**config.mk**
```make
export PLATFORM = sky130hd
export DESIGN_NAME = depth_box_deprojection_averager_unit
export DESIGN_NICKNAME = d
export VERILOG_FILES = /design/src/hdl/dbda_pkg.sv /design/src/hdl/dbda_div.sv /design/src/hdl/dbda_acc.sv /design/src/hdl/depth_box_deprojection_averager_unit.sv
export VERILOG_INCLUDE_DIRS = /design/src /design/src/hdl
export SDC_FILE = /design/constraint.sdc
export NUM_CORES = 2
export LEC_CHECK = 0
export ABC_AREA = 1
export BUFFER_PORTS_ARGS = -buffer_cell sky130_fd_sc_hd__buf_2
export CAP_MARGIN = 20
export CORE_AREA = 2 2 355 357
export CTS_CLUSTER_SIZE = 28
export DETAILED_ROUTE_END_ITERATION = 6
export DIE_AREA = 0 0 357 359
export PLACE_DENSITY = 0.73
export SETUP_SLACK_MARGIN = 0.15
export SYNTH_ARGS = -nofsm -noshare
export SYNTH_HDL_FRONTEND = slang
export SYNTH_SLANG_ARGS = --single-unit
```
**constraint.sdc**
```tcl
create_clock -name clk -period 19.3 [get_ports clk]
set_input_delay 1.93 -clock clk [delete_from_list [all_inputs] [get_ports clk]]
set_output_delay 1.93 -clock clk [all_outputs]
set_load 0.05 [all_outputs]
```
**src/hdl/depth_box_deprojection_averager_unit_macros.svh**
```systemverilog
// ----------------------------------------------------------------------------
// depth box deprojection averager: assertion macros
// concurrent checks, compiled out for synthesis
// ----------------------------------------------------------------------------
`ifndef DEPTH_BOX_DEPROJECTION_AVERAGER_UNIT_MACROS_SVH
`define DEPTH_BOX_DEPROJECTION_AVERAGER_UNIT_MACROS_SVH

`ifndef SYNTHESIS
`define DBDA_ASSERT_PROP(lbl, clk, rst_n, prop, msg) \
	lbl: assert property (@(posedge clk) disable iff (!rst_n) prop) else $error(msg);
`define DBDA_ASSERT_NEVER(lbl, clk, rst_n, expr, msg) \
	`DBDA_ASSERT_PROP(lbl, clk, rst_n, !(expr), msg)
`else
`define DBDA_ASSERT_PROP(lbl, clk, rst_n, prop, msg)
`define DBDA_ASSERT_NEVER(lbl, clk, rst_n, expr, msg)
`endif

`endif

```
**src/hdl/dbda_pkg.sv**
```systemverilog
// ----------------------------------------------------------------------------
// dbda_pkg
// widths, codes, reset values and shared helpers of the deprojection averager
// ----------------------------------------------------------------------------
package dbda_pkg;

	localparam int BOX_W         = 12;
	localparam int DEPTH_W       = 16;
	localparam int CFG_W         = 16;
	localparam int CFG_IDX_W     = 3;
	localparam int Z_W           = 20;
	localparam int PT_W          = 24;
	localparam int SUM_XY_W      = 29;
	localparam int SUM_Z_W       = 26;
	localparam int CNT_W         = 6;
	localparam int CORR_W        = 18;
	localparam int MAG_W         = 17;
	localparam int MAG6_W        = 19;
	localparam int NUM_W         = 39;
	localparam int DEN_W         = 19;
	localparam int AVG_COUNT_DEF = 30;

	localparam int IN_TDATA_W   = 64;
	localparam int OUT_TDATA_W  = 136;
	localparam int OUT_TUSER_W  = 3;

	localparam logic [CFG_IDX_W-1:0] CFG_FOCAL_X     = 3'd0;
	localparam logic [CFG_IDX_W-1:0] CFG_FOCAL_Y     = 3'd1;
	localparam logic [CFG_IDX_W-1:0] CFG_PRINCIPAL_X = 3'd2;
	localparam logic [CFG_IDX_W-1:0] CFG_PRINCIPAL_Y = 3'd3;
	localparam logic [CFG_IDX_W-1:0] CFG_NEAR_LIMIT  = 3'd4;
	localparam logic [CFG_IDX_W-1:0] CFG_FAR_LIMIT   = 3'd5;
	localparam logic [CFG_IDX_W-1:0] CFG_HALF_WIDTH  = 3'd6;

	localparam logic [CFG_W-1:0] RST_FOCAL_X     = 16'd8000;
	localparam logic [CFG_W-1:0] RST_FOCAL_Y     = 16'd8000;
	localparam logic [CFG_W-1:0] RST_PRINCIPAL_X = 16'd5120;
	localparam logic [CFG_W-1:0] RST_PRINCIPAL_Y = 16'd4480;
	localparam logic [CFG_W-1:0] RST_NEAR_LIMIT  = 16'd400;
	localparam logic [CFG_W-1:0] RST_FAR_LIMIT   = 16'd1500;
	localparam logic [CFG_W-1:0] RST_HALF_WIDTH  = 16'd400;

	typedef enum logic [1:0] {
		STATUS_OK    = 2'd0,
		STATUS_WIDTH = 2'd1,
		STATUS_DEPTH = 2'd2,
		STATUS_MISS  = 2'd3
	} status_t;

	typedef struct packed {
		logic add;
		logic clear;
	} acc_ctrl_t;

	// min + (max - min) / 2, halving toward zero
	function automatic logic [BOX_W-1:0] centre(input logic [BOX_W-1:0] lo,
			input logic [BOX_W-1:0] hi);
		logic signed [BOX_W:0] diff;
		logic signed [BOX_W:0] half;
		logic signed [BOX_W:0] mid;
		diff = $signed({1'b0, hi}) - $signed({1'b0, lo});
		half = (diff + $signed({{BOX_W{1'b0}}, diff[BOX_W]})) >>> 1;
		mid  = $signed({1'b0, lo}) + half;
		return mid[BOX_W-1:0];
	endfunction

	// sign and magnitude to saturated 24 bit two's complement
	function automatic logic [PT_W-1:0] sat_pt(input logic [NUM_W-1:0] mag, input logic neg);
		logic big;
		big = |mag[NUM_W-1:PT_W-1];
		if (neg) begin
			return big ? {1'b1, {(PT_W-1){1'b0}}} : (~mag[PT_W-1:0]) + PT_W'(1);
		end
		return big ? {1'b0, {(PT_W-1){1'b1}}} : mag[PT_W-1:0];
	endfunction

endpackage

```
**src/hdl/dbda_div.sv**
```systemverilog
// ----------------------------------------------------------------------------
// dbda_div
// radix-2 restoring divider, one quotient bit per cycle, unsigned
// ----------------------------------------------------------------------------
module dbda_div #(
	parameter int NUM_W = dbda_pkg::NUM_W,
	parameter int DEN_W = dbda_pkg::DEN_W
) (
	input  logic             clk,
	input  logic             arst_n,
	input  logic             start,
	input  logic [NUM_W-1:0] num,
	input  logic [DEN_W-1:0] den,
	output logic             done,
	output logic [NUM_W-1:0] quot
);

	localparam int CNT_W = $clog2(NUM_W);

	logic [NUM_W-1:0] num_q;
	logic [DEN_W-1:0] den_q;
	logic [DEN_W-1:0] rem_q;
	logic [CNT_W-1:0] cnt_q;
	logic             busy_q;
	logic             done_q;

	logic [DEN_W:0]   trial;
	logic [DEN_W+1:0] diff;
	logic             fits;

	always_comb begin
		trial = {rem_q, num_q[NUM_W-1]};
		diff  = {1'b0, trial} - {2'b00, den_q};
		fits  = !diff[DEN_W+1];
	end

	always_ff @(posedge clk or negedge arst_n) begin
		if (!arst_n) begin
			num_q  <= '0;
			den_q  <= '0;
			rem_q  <= '0;
			cnt_q  <= '0;
			busy_q <= 1'b0;
			done_q <= 1'b0;
		end else if (start) begin
			num_q  <= num;
			den_q  <= den;
			rem_q  <= '0;
			cnt_q  <= '0;
			busy_q <= 1'b1;
			done_q <= 1'b0;
		end else if (busy_q) begin
			num_q <= {num_q[NUM_W-2:0], fits};
			rem_q <= fits ? diff[DEN_W-1:0] : trial[DEN_W-1:0];
			cnt_q <= cnt_q + CNT_W'(1);
			if (cnt_q == CNT_W'(NUM_W - 1)) begin
				busy_q <= 1'b0;
				done_q <= 1'b1;
			end
		end else begin
			done_q <= 1'b0;
		end
	end

	assign done = done_q;
	assign quot = num_q;

endmodule

```
**src/hdl/dbda_acc.sv**
```systemverilog
// ----------------------------------------------------------------------------
// dbda_acc
// batch sums of accepted points and their count
// ----------------------------------------------------------------------------
module dbda_acc (
	input  logic                            clk,
	input  logic                            arst_n,
	input  dbda_pkg::acc_ctrl_t             ctrl,
	input  logic [dbda_pkg::PT_W-1:0]       xs,
	input  logic [dbda_pkg::PT_W-1:0]       ys,
	input  logic [dbda_pkg::Z_W-1:0]        dz,
	output logic [dbda_pkg::SUM_XY_W-1:0]   sum_x,
	output logic [dbda_pkg::SUM_XY_W-1:0]   sum_y,
	output logic [dbda_pkg::SUM_Z_W-1:0]    sum_z,
	output logic [dbda_pkg::CNT_W-1:0]      count
);

	localparam int SW = dbda_pkg::SUM_XY_W;
	localparam int PW = dbda_pkg::PT_W;

	logic [SW-1:0]                   sum_x_q;
	logic [SW-1:0]                   sum_y_q;
	logic [dbda_pkg::SUM_Z_W-1:0]    sum_z_q;
	logic [dbda_pkg::CNT_W-1:0]      count_q;
	logic [SW:0]                     nx;
	logic [SW:0]                     ny;

	function automatic logic [SW-1:0] sat_sum(input logic [SW:0] t);
		if (t[SW] != t[SW-1]) begin
			return t[SW] ? {1'b1, {(SW-1){1'b0}}} : {1'b0, {(SW-1){1'b1}}};
		end
		return t[SW-1:0];
	endfunction

	always_comb begin
		nx = {{(SW+1-PW){xs[PW-1]}}, xs} + {sum_x_q[SW-1], sum_x_q};
		ny = {{(SW+1-PW){ys[PW-1]}}, ys} + {sum_y_q[SW-1], sum_y_q};
	end

	always_ff @(posedge clk or negedge arst_n) begin
		if (!arst_n) begin
			sum_x_q <= '0;
			sum_y_q <= '0;
			sum_z_q <= '0;
			count_q <= '0;
		end else if (ctrl.clear) begin
			sum_x_q <= '0;
			sum_y_q <= '0;
			sum_z_q <= '0;
			count_q <= '0;
		end else if (ctrl.add) begin
			sum_x_q <= sat_sum(nx);
			sum_y_q <= sat_sum(ny);
			sum_z_q <= sum_z_q + {{(dbda_pkg::SUM_Z_W-dbda_pkg::Z_W){1'b0}}, dz};
			count_q <= count_q + dbda_pkg::CNT_W'(1);
		end
	end

	assign sum_x = sum_x_q;
	assign sum_y = sum_y_q;
	assign sum_z = sum_z_q;
	assign count = count_q;

endmodule

```
**src/hdl/depth_box_deprojection_averager_unit.sv**
```systemverilog
// ----------------------------------------------------------------------------
// depth_box_deprojection_averager_unit
// back-projects a box centre with its depth to x, y, z, gates it and averages
// batches of accepted points
// ----------------------------------------------------------------------------
// path: a detected box passes PREP, MUL, DIV_PT, EVAL, CHECK and FINISH, adding
//   DIV_AVG when the item closes a batch; a box not detected skips to FINISH
// throughput: one item at a time; the next input is taken the cycle after the
//   result is loaded, and a detected box waits on the 39-step divider
// reset: arst_n clears sums, count and handshakes; registers return to defaults
// ----------------------------------------------------------------------------
`include "depth_box_deprojection_averager_unit_macros.svh"

module depth_box_deprojection_averager_unit #(
	parameter int AVG_COUNT = dbda_pkg::AVG_COUNT_DEF
) (
	input  logic                                clk,
	input  logic                                arst_n,
	// box_xmin, box_xmax, box_ymin, box_ymax, depth_mm
	input  logic [dbda_pkg::IN_TDATA_W-1:0]     s_tdata,
	input  logic                                s_tvalid,
	output logic                                s_tready,
	// point_x, point_y, point_z, average_x, average_y, average_z
	output logic [dbda_pkg::OUT_TDATA_W-1:0]    m_tdata,
	// status, average_valid
	output logic [dbda_pkg::OUT_TUSER_W-1:0]    m_tuser,
	output logic                                m_tvalid,
	input  logic                                m_tready,
	input  logic                                cfg_we,
	input  logic [dbda_pkg::CFG_IDX_W-1:0]      cfg_index,
	input  logic [dbda_pkg::CFG_W-1:0]          cfg_data
);

	localparam int BW  = dbda_pkg::BOX_W;
	localparam int DW  = dbda_pkg::DEPTH_W;
	localparam int CW  = dbda_pkg::CFG_W;
	localparam int NW  = dbda_pkg::NUM_W;
	localparam int PW  = dbda_pkg::PT_W;
	localparam int ZW  = dbda_pkg::Z_W;
	localparam int SW  = dbda_pkg::SUM_XY_W;
	localparam int MW  = dbda_pkg::MAG_W;
	localparam int M6W = dbda_pkg::MAG6_W;
	localparam int RW  = dbda_pkg::CORR_W;
	localparam int ENW = dbda_pkg::DEN_W;
	localparam logic [dbda_pkg::CNT_W-1:0] AVG_CNT = AVG_COUNT[dbda_pkg::CNT_W-1:0];
	localparam logic [ENW-1:0]             AVG_DEN = AVG_COUNT[ENW-1:0];

	typedef enum logic [2:0] {
		ST_IDLE,
		ST_PREP,
		ST_MUL,
		ST_DIV_PT,
		ST_EVAL,
		ST_CHECK,
		ST_DIV_AVG,
		ST_FINISH
	} state_t;

	state_t state_q;

	logic [CW-1:0] focal_x_q, focal_y_q, principal_x_q, principal_y_q;
	logic [CW-1:0] near_q, far_q, half_width_q;

	logic [BW-1:0]  xmin_q, xmax_q, ymin_q, ymax_q;
	logic [DW-1:0]  depth_q;
	logic           neg_x_q, neg_y_q, neg_ax_q, neg_ay_q;
	logic [MW-1:0]  mag_x_q;
	logic [M6W-1:0] mag_y6_q;
	logic [ENW-1:0] den_x_q, den_y_q;

	dbda_pkg::status_t res_status_q;
	logic [PW-1:0]  res_px_q, res_py_q, res_ax_q, res_ay_q;
	logic [ZW-1:0]  res_pz_q, res_az_q;
	logic           res_avg_q;

	logic                                  m_tvalid_q;
	logic [dbda_pkg::OUT_TDATA_W-1:0]      m_tdata_q;
	logic [dbda_pkg::OUT_TUSER_W-1:0]      m_tuser_q;

	logic [BW-1:0]            cx, cy;
	logic                     detect;
	logic signed [RW-1:0]     corr_x, corr_y, abs_x, abs_y;
	logic [MW-1:0]            mag_y;
	logic [CW-1:0]            fx_nz, fy_nz;
	logic [DW+MW-1:0]         prod_x;
	logic [DW+M6W-1:0]        prod_y;
	logic [PW-1:0]            xs, ys;
	logic                     depth_ok, width_ok;
	dbda_pkg::status_t        status_next;
	logic [SW-1:0]            mag_sx, mag_sy;
	logic                     batch;

	logic                     div_start;
	logic [NW-1:0]            num_x, num_y, num_z;
	logic [ENW-1:0]           den_x, den_y, den_z;
	logic                     div_x_done, div_y_done, div_z_done;
	logic [NW-1:0]            qx, qy, qz;

	dbda_pkg::acc_ctrl_t          acc_ctrl;
	logic [SW-1:0]                acc_sum_x, acc_sum_y;
	logic [dbda_pkg::SUM_Z_W-1:0] acc_sum_z;
	logic [dbda_pkg::CNT_W-1:0]   acc_count;

	always_ff @(posedge clk or negedge arst_n) begin
		if (!arst_n) begin
			focal_x_q     <= dbda_pkg::RST_FOCAL_X;
			focal_y_q     <= dbda_pkg::RST_FOCAL_Y;
			principal_x_q <= dbda_pkg::RST_PRINCIPAL_X;
			principal_y_q <= dbda_pkg::RST_PRINCIPAL_Y;
			near_q        <= dbda_pkg::RST_NEAR_LIMIT;
			far_q         <= dbda_pkg::RST_FAR_LIMIT;
			half_width_q  <= dbda_pkg::RST_HALF_WIDTH;
		end else if (cfg_we) begin
			case (cfg_index)
				dbda_pkg::CFG_FOCAL_X:     focal_x_q     <= cfg_data;
				dbda_pkg::CFG_FOCAL_Y:     focal_y_q     <= cfg_data;
				dbda_pkg::CFG_PRINCIPAL_X: principal_x_q <= cfg_data;
				dbda_pkg::CFG_PRINCIPAL_Y: principal_y_q <= cfg_data;
				dbda_pkg::CFG_NEAR_LIMIT:  near_q        <= cfg_data;
				dbda_pkg::CFG_FAR_LIMIT:   far_q         <= cfg_data;
				dbda_pkg::CFG_HALF_WIDTH:  half_width_q  <= cfg_data;
				default: ;
			endcase
		end
	end

	always_comb begin
		cx     = dbda_pkg::centre(xmin_q, xmax_q);
		cy     = dbda_pkg::centre(ymin_q, ymax_q);
		detect = ((cx != '0) && (cy != '0)) || (cx > cy);
		corr_x = $signed({2'b00, cx, 4'b0000}) - $signed({2'b00, principal_x_q});
		corr_y = $signed({2'b00, cy, 4'b0000}) - $signed({2'b00, principal_y_q});
		abs_x  = corr_x[RW-1] ? -corr_x : corr_x;
		abs_y  = corr_y[RW-1] ? -corr_y : corr_y;
		mag_y  = abs_y[MW-1:0];
		fx_nz  = (focal_x_q == '0) ? CW'(1) : focal_x_q;
		fy_nz  = (focal_y_q == '0) ? CW'(1) : focal_y_q;

		prod_x = depth_q * mag_x_q;
		prod_y = depth_q * mag_y6_q;

		xs       = dbda_pkg::sat_pt(qx, neg_x_q);
		ys       = dbda_pkg::sat_pt(qy, neg_y_q);
		depth_ok = (depth_q > near_q) && (depth_q <= far_q);
		width_ok = qx < {{(NW-CW-4){1'b0}}, half_width_q, 4'b0000};
		if (!depth_ok) begin
			status_next = dbda_pkg::STATUS_DEPTH;
		end else if (!width_ok) begin
			status_next = dbda_pkg::STATUS_WIDTH;
		end else begin
			status_next = dbda_pkg::STATUS_OK;
		end

		mag_sx = acc_sum_x[SW-1] ? (~acc_sum_x) + SW'(1) : acc_sum_x;
		mag_sy = acc_sum_y[SW-1] ? (~acc_sum_y) + SW'(1) : acc_sum_y;
		batch  = (acc_count == AVG_CNT);

		div_start = 1'b0;
		num_x     = {{(NW-DW-MW-4){1'b0}}, prod_x, 4'b0000};
		num_y     = {prod_y, 4'b0000};
		num_z     = '0;
		den_x     = den_x_q;
		den_y     = den_y_q;
		den_z     = AVG_DEN;
		case (state_q)
			ST_MUL: begin
				div_start = 1'b1;
			end
			ST_CHECK: begin
				div_start = batch;
				num_x     = {{(NW-SW){1'b0}}, mag_sx};
				num_y     = {{(NW-SW){1'b0}}, mag_sy};
				num_z     = {{(NW-dbda_pkg::SUM_Z_W){1'b0}}, acc_sum_z};
				den_x     = AVG_DEN;
				den_y     = AVG_DEN;
			end
			default: ;
		endcase

		acc_ctrl.add   = (state_q == ST_EVAL) && (status_next == dbda_pkg::STATUS_OK);
		acc_ctrl.clear = (state_q == ST_CHECK) && batch;
	end

	dbda_div #(.NUM_W(NW), .DEN_W(ENW)) u_div_x (
		.clk(clk), .arst_n(arst_n), .start(div_start), .num(num_x), .den(den_x),
		.done(div_x_done), .quot(qx)
	);

	dbda_div #(.NUM_W(NW), .DEN_W(ENW)) u_div_y (
		.clk(clk), .arst_n(arst_n), .start(div_start), .num(num_y), .den(den_y),
		.done(div_y_done), .quot(qy)
	);

	dbda_div #(.NUM_W(NW), .DEN_W(ENW)) u_div_z (
		.clk(clk), .arst_n(arst_n), .start(div_start), .num(num_z), .den(den_z),
		.done(div_z_done), .quot(qz)
	);

	dbda_acc u_acc (
		.clk(clk), .arst_n(arst_n), .ctrl(acc_ctrl), .xs(xs), .ys(ys),
		.dz({depth_q, 4'b0000}), .sum_x(acc_sum_x), .sum_y(acc_sum_y),
		.sum_z(acc_sum_z), .count(acc_count)
	);

	always_ff @(posedge clk or negedge arst_n) begin
		if (!arst_n) begin
			state_q      <= ST_IDLE;
			xmin_q       <= '0;
			xmax_q       <= '0;
			ymin_q       <= '0;
			ymax_q       <= '0;
			depth_q      <= '0;
			neg_x_q      <= 1'b0;
			neg_y_q      <= 1'b0;
			neg_ax_q     <= 1'b0;
			neg_ay_q     <= 1'b0;
			mag_x_q      <= '0;
			mag_y6_q     <= '0;
			den_x_q      <= '0;
			den_y_q      <= '0;
			res_status_q <= dbda_pkg::STATUS_OK;
			res_px_q     <= '0;
			res_py_q     <= '0;
			res_pz_q     <= '0;
			res_ax_q     <= '0;
			res_ay_q     <= '0;
			res_az_q     <= '0;
			res_avg_q    <= 1'b0;
			m_tvalid_q   <= 1'b0;
			m_tdata_q    <= '0;
			m_tuser_q    <= '0;
		end else begin
			if (m_tvalid_q && m_tready && (state_q != ST_FINISH)) begin
				m_tvalid_q <= 1'b0;
			end
			case (state_q)
				ST_IDLE: begin
					if (s_tvalid) begin
						xmin_q    <= s_tdata[11:0];
						xmax_q    <= s_tdata[23:12];
						ymin_q    <= s_tdata[35:24];
						ymax_q    <= s_tdata[47:36];
						depth_q   <= s_tdata[63:48];
						res_avg_q <= 1'b0;
						res_ax_q  <= '0;
						res_ay_q  <= '0;
						res_az_q  <= '0;
						state_q   <= ST_PREP;
					end
				end
				ST_PREP: begin
					neg_x_q  <= corr_x[RW-1];
					neg_y_q  <= corr_y[RW-1];
					mag_x_q  <= abs_x[MW-1:0];
					mag_y6_q <= {mag_y, 2'b00} + {1'b0, mag_y, 1'b0};
					den_x_q  <= {{(ENW-CW){1'b0}}, fx_nz};
					den_y_q  <= {1'b0, fy_nz, 2'b00} + {{(ENW-CW){1'b0}}, fy_nz};
					if (detect) begin
						state_q <= ST_MUL;
					end else begin
						res_status_q <= dbda_pkg::STATUS_MISS;
						res_px_q     <= '0;
						res_py_q     <= '0;
						res_pz_q     <= '0;
						state_q      <= ST_FINISH;
					end
				end
				ST_MUL: begin
					state_q <= ST_DIV_PT;
				end
				ST_DIV_PT: begin
					if (div_x_done) begin
						state_q <= ST_EVAL;
					end
				end
				ST_EVAL: begin
					res_status_q <= status_next;
					res_px_q     <= xs;
					res_py_q     <= ys;
					res_pz_q     <= {depth_q, 4'b0000};
					state_q      <= ST_CHECK;
				end
				ST_CHECK: begin
					if (batch) begin
						res_avg_q <= 1'b1;
						neg_ax_q  <= acc_sum_x[SW-1];
						neg_ay_q  <= acc_sum_y[SW-1];
						state_q   <= ST_DIV_AVG;
					end else begin
						state_q <= ST_FINISH;
					end
				end
				ST_DIV_AVG: begin
					if (div_x_done) begin
						res_ax_q <= dbda_pkg::sat_pt(qx, neg_ax_q);
						res_ay_q <= dbda_pkg::sat_pt(qy, neg_ay_q);
						res_az_q <= qz[ZW-1:0];
						state_q  <= ST_FINISH;
					end
				end
				ST_FINISH: begin
					if (!m_tvalid_q || m_tready) begin
						m_tvalid_q <= 1'b1;
						m_tdata_q  <= {res_az_q, res_ay_q, res_ax_q, res_pz_q, res_py_q,
							res_px_q};
						m_tuser_q  <= {res_avg_q, res_status_q};
						state_q    <= ST_IDLE;
					end
				end
				default: begin
					state_q <= ST_IDLE;
				end
			endcase
		end
	end

	assign s_tready = (state_q == ST_IDLE);
	assign m_tvalid = m_tvalid_q;
	assign m_tdata  = m_tdata_q;
	assign m_tuser  = m_tuser_q;

	`DBDA_ASSERT_PROP(a_one_at_a_time, clk, arst_n,
		s_tvalid && s_tready |=> !s_tready, "input taken while busy")
	`DBDA_ASSERT_NEVER(a_div_lockstep, clk, arst_n,
		(div_x_done != div_y_done) || (div_x_done != div_z_done), "dividers out of step")
	`DBDA_ASSERT_NEVER(a_count_range, clk, arst_n, acc_count > AVG_CNT, "batch count past limit")
	`DBDA_ASSERT_PROP(a_clear_on_batch, clk, arst_n,
		acc_ctrl.clear |=> acc_count == '0, "sums not cleared after batch")
	`DBDA_ASSERT_PROP(a_avg_only_ok, clk, arst_n,
		m_tvalid && m_tuser[2] |-> m_tuser[1:0] == dbda_pkg::STATUS_OK,
		"average on rejected point")

endmodule
```
==> reports/qor.txt <==
Layout area overhead -> 8.212%
Drt pass-1 iters -> 7
Fmax -> 0.1329 GHz
CTS H-tree lvls -> 3
Initial Util -> 55.53%
Worst-path fanout max -> 13
CP max stage delay -> 460 ps
Max-slew headroom -> 19.56%
Final hold vios -> 0
Gr usage total -> 31.47%
Post-cts gate resize count -> 0
Final Skew -> 67.96 ps
Drt first-iter violations -> 5355
Setup crit end -> mag_y6_q[14]
Primary FF master, synth -> dfrtp_1
Grt ovf -> 0
Startpoint Class -> flop
RSZ-0062 raised after global routing -> false
Nets -> 10117
CTS Hold Buffers Added -> 0
Final GP Congestion -> 0.9683
Layout cells sized above 1 -> 6.415%
Top-count cell post-synth -> nand2_1
Path category of the worst min-delay check -> flop to flop
Later-pin clock latency in the skew report -> 750 ps
Pin count of the biggest net entering global routing -> 159
Clk root buf -> clkbuf_16
Reg2Reg Setup Slack -> 11770 ps
Top cell type's share of synthesized area -> 29.37%
Status -> complete, no violations
Slowest CP cell -> fa_1
Vias -> 60769
Slew @ Worst Pin -> 1192 ps
Final setup vio count -> 0
CTS buffer count -> 94
Fin cells -> 10820
Worst Setup End Kind -> flop
Post-Synthesis Cells -> 9088
Crit path from -> ymin_q[5]
Drt wl/cell -> 18.59 um
Clock Tree Buf Depth -> 3
CP most frequent cell -> nand2_1
Worst r2r path cells -> 47
Dpl hpwl -> 150.4 mm
Final ANT Viol Nets -> 0
CTS clk-pin slew, worst paths -> 60 ps
Post-Syn Area -> 0.06919 mm2
DP Cell Count -> 10640
Synth unique cells -> 71
Vias per inst -> 5.616
I/O pins -> 229
Sequential-to-total area share from yosys stat -> 30.51%
Max-cap violations -> 0
Worst Path Required -> 19850 ps
Worst R2R Start -> ymin_q[5]
Final TNS setup -> 0 ps
Post-Route WL -> 201.2 mm
FP Rows -> 130
Fin crit period -> 7526 ps
Final period util -> 39.00%
Synth Warn # -> 0
CTS tree -> yes
Final Instance Area -> 0.07487 mm2
Async SR Flop Fraction -> 100.0%
Post-DP Area -> 0.07136 mm2
Initial antenna violation count -> 7
Die ar. -> 0.1282 mm2
CP arrival -> 8070 ps
Top cells by area, synth -> dfrtp_1 (29%), nand2_1 (14%), fa_1 (13%), ha_1 (9.0%), inv_1 (8.1%)
# Post-CTS Setup Buffers -> 0
#FFs+latches synth -> 842
End of the worst register-to-register path -> mag_y6_q[14]
Max Transition Viols Final -> 0
DRC Markers -> 0
Synth area leader -> dfrtp_1
Number of synthesized flops with an enable pin -> 0
Die Ht -> 359 um
Port Buffers -> 224
CTS sink count -> 842
Avg Inst Size Synth -> 7.613 um2
Area of the core -> 0.1246 mm2
Die Span X -> 357 um
First-pass GRT wire length -> 323.2 mm
Vias in the first global route -> 60046
Setup CP Type -> flop to flop
Most frequent cells after synthesis -> nand2_1 (2546), inv_1 (1496), dfrtp_1 (812)
==> worst max-delay path, delay by kind of cell, from the launching register on <==
kind	cells	cell delay, ps
AO/OA/AOI/OAI	8	1130
buffers and inverters	5	450
flip-flops	1	400
AND/OR/NAND/NOR	25	2890
adder cells (fa/ha/maj)	5	1740
XOR/XNOR	4	740
==> layer usage <==
metal | track usage (%) | wire, um | part of all wire, %
met1 | 43.05 | 86280 | 43
met2 | 50.75 | 92450 | 46
met3 | 4.868 | 14300 | 7.1
met4 | 11.18 | 8122 | 4.0
met5 | 0 | 37 | 0.018
==> registers in the layout (all words and copies together) (netlist names), 20 cells and up <==
register      count
u_acc.sum_y      29
u_div_y.quot     39
res_az_q         20
u_div_z.quot     39
u_div_x.quot     39
res_ay_q         24
u_acc.sum_x      29
m_tdata         132
res_ax_q         24
res_py_q         24
u_acc.sum_z      22
res_px_q         24
==> worst min-delay path by stage <==
stage	slack, ps	startpoint	end	cells after the start
after detailed placement	450	m_tdata[1]	m_tdata[1]	2
after global placement	450	m_tdata[7]	m_tdata[7]	2
after floorplan	430	u_div_z.cnt_q[5]	u_div_z.cnt_q[5]	1
final	460	m_tdata[17]	m_tdata[17]	2
after CTS	470	m_tdata[1]	m_tdata[1]	2
after global routing	480	m_tdata[15]	m_tdata[15]	2
==> placed cells by master (no fill, tap or decap), types with 12 or more instances in the layout <==
master     Yosys  routed
o211ai_1      56      56
o21bai_1      27      27
or2_2         20      20
nor3_1       102     102
buf_2         40     224
nand2_1     2546    2545
xor2_1       145     145
nor2_2         9      12
o21ai_1       22      22
a22oi_1       27      27
o21ai_0      700     700
a21boi_0      16      16
dfrtp_1      812     811
nand3b_1      21      21
inv_1       1496    1492
nand3_1      341     341
a31oi_1       25      25
fa_1         442     442
clkbuf_8       0      21
a21oi_1      409     409
a21o_1        26      26
nor2_1       413     406
buf_4          8      66
o22ai_1      109     109
o21a_1        25      25
nand3_2       23      23
o221ai_1      62      62
nand4_1       74      74
xnor2_1       88      88
clkinv_2       0      15
clkbuf_16      0      95
dfstp_2       30      30
bufinv_16      0      14
ha_1         499     499
nor4_1        26      26
==> stage by stage <==
step,util (%),worst slack [ps],hold WS (ps)
after floorplan,-,12970,434.3
after global placement,57.27,11870,448.1
after CTS,60.04,11750,467.8
after global routing,60.08,10860,483.5
final,60.09,11770,462.1
after detailed placement,57.28,11830,452.7
==> layout make-up <==
cell class                 count  area [um2]
antenna                        4       10.01
inverter                    1510        5672
sequential                   842       21110
multi-input combinational   6346       40870
clock buffer                 124        2696
clock inverter                50       749.5
fill                       11455       49730
timing repair buffer         294        1699
tap                         1650        2064
==> kinds of logic (layout without fill, tap and decap cells) <==
logic type | after synthesis | in the layout | share of synthesized area (%)
simple gates | 3601 | 3601 | 21.28
buf+inv | 1903 | 1978 | 10.50
fa+ha+maj | 941 | 941 | 21.81
compound gates | 1557 | 1557 | 12.78
other cells | 1 | 8 | 0.005420
mux | 8 | 8 | 0.1157
flops | 842 | 842 | 30.51
xor+xnor | 235 | 235 | 2.997
Power is left out: the tool's default activity adds up to more than one toggle a clock period on the data nets, which glitch-free logic cannot reach.
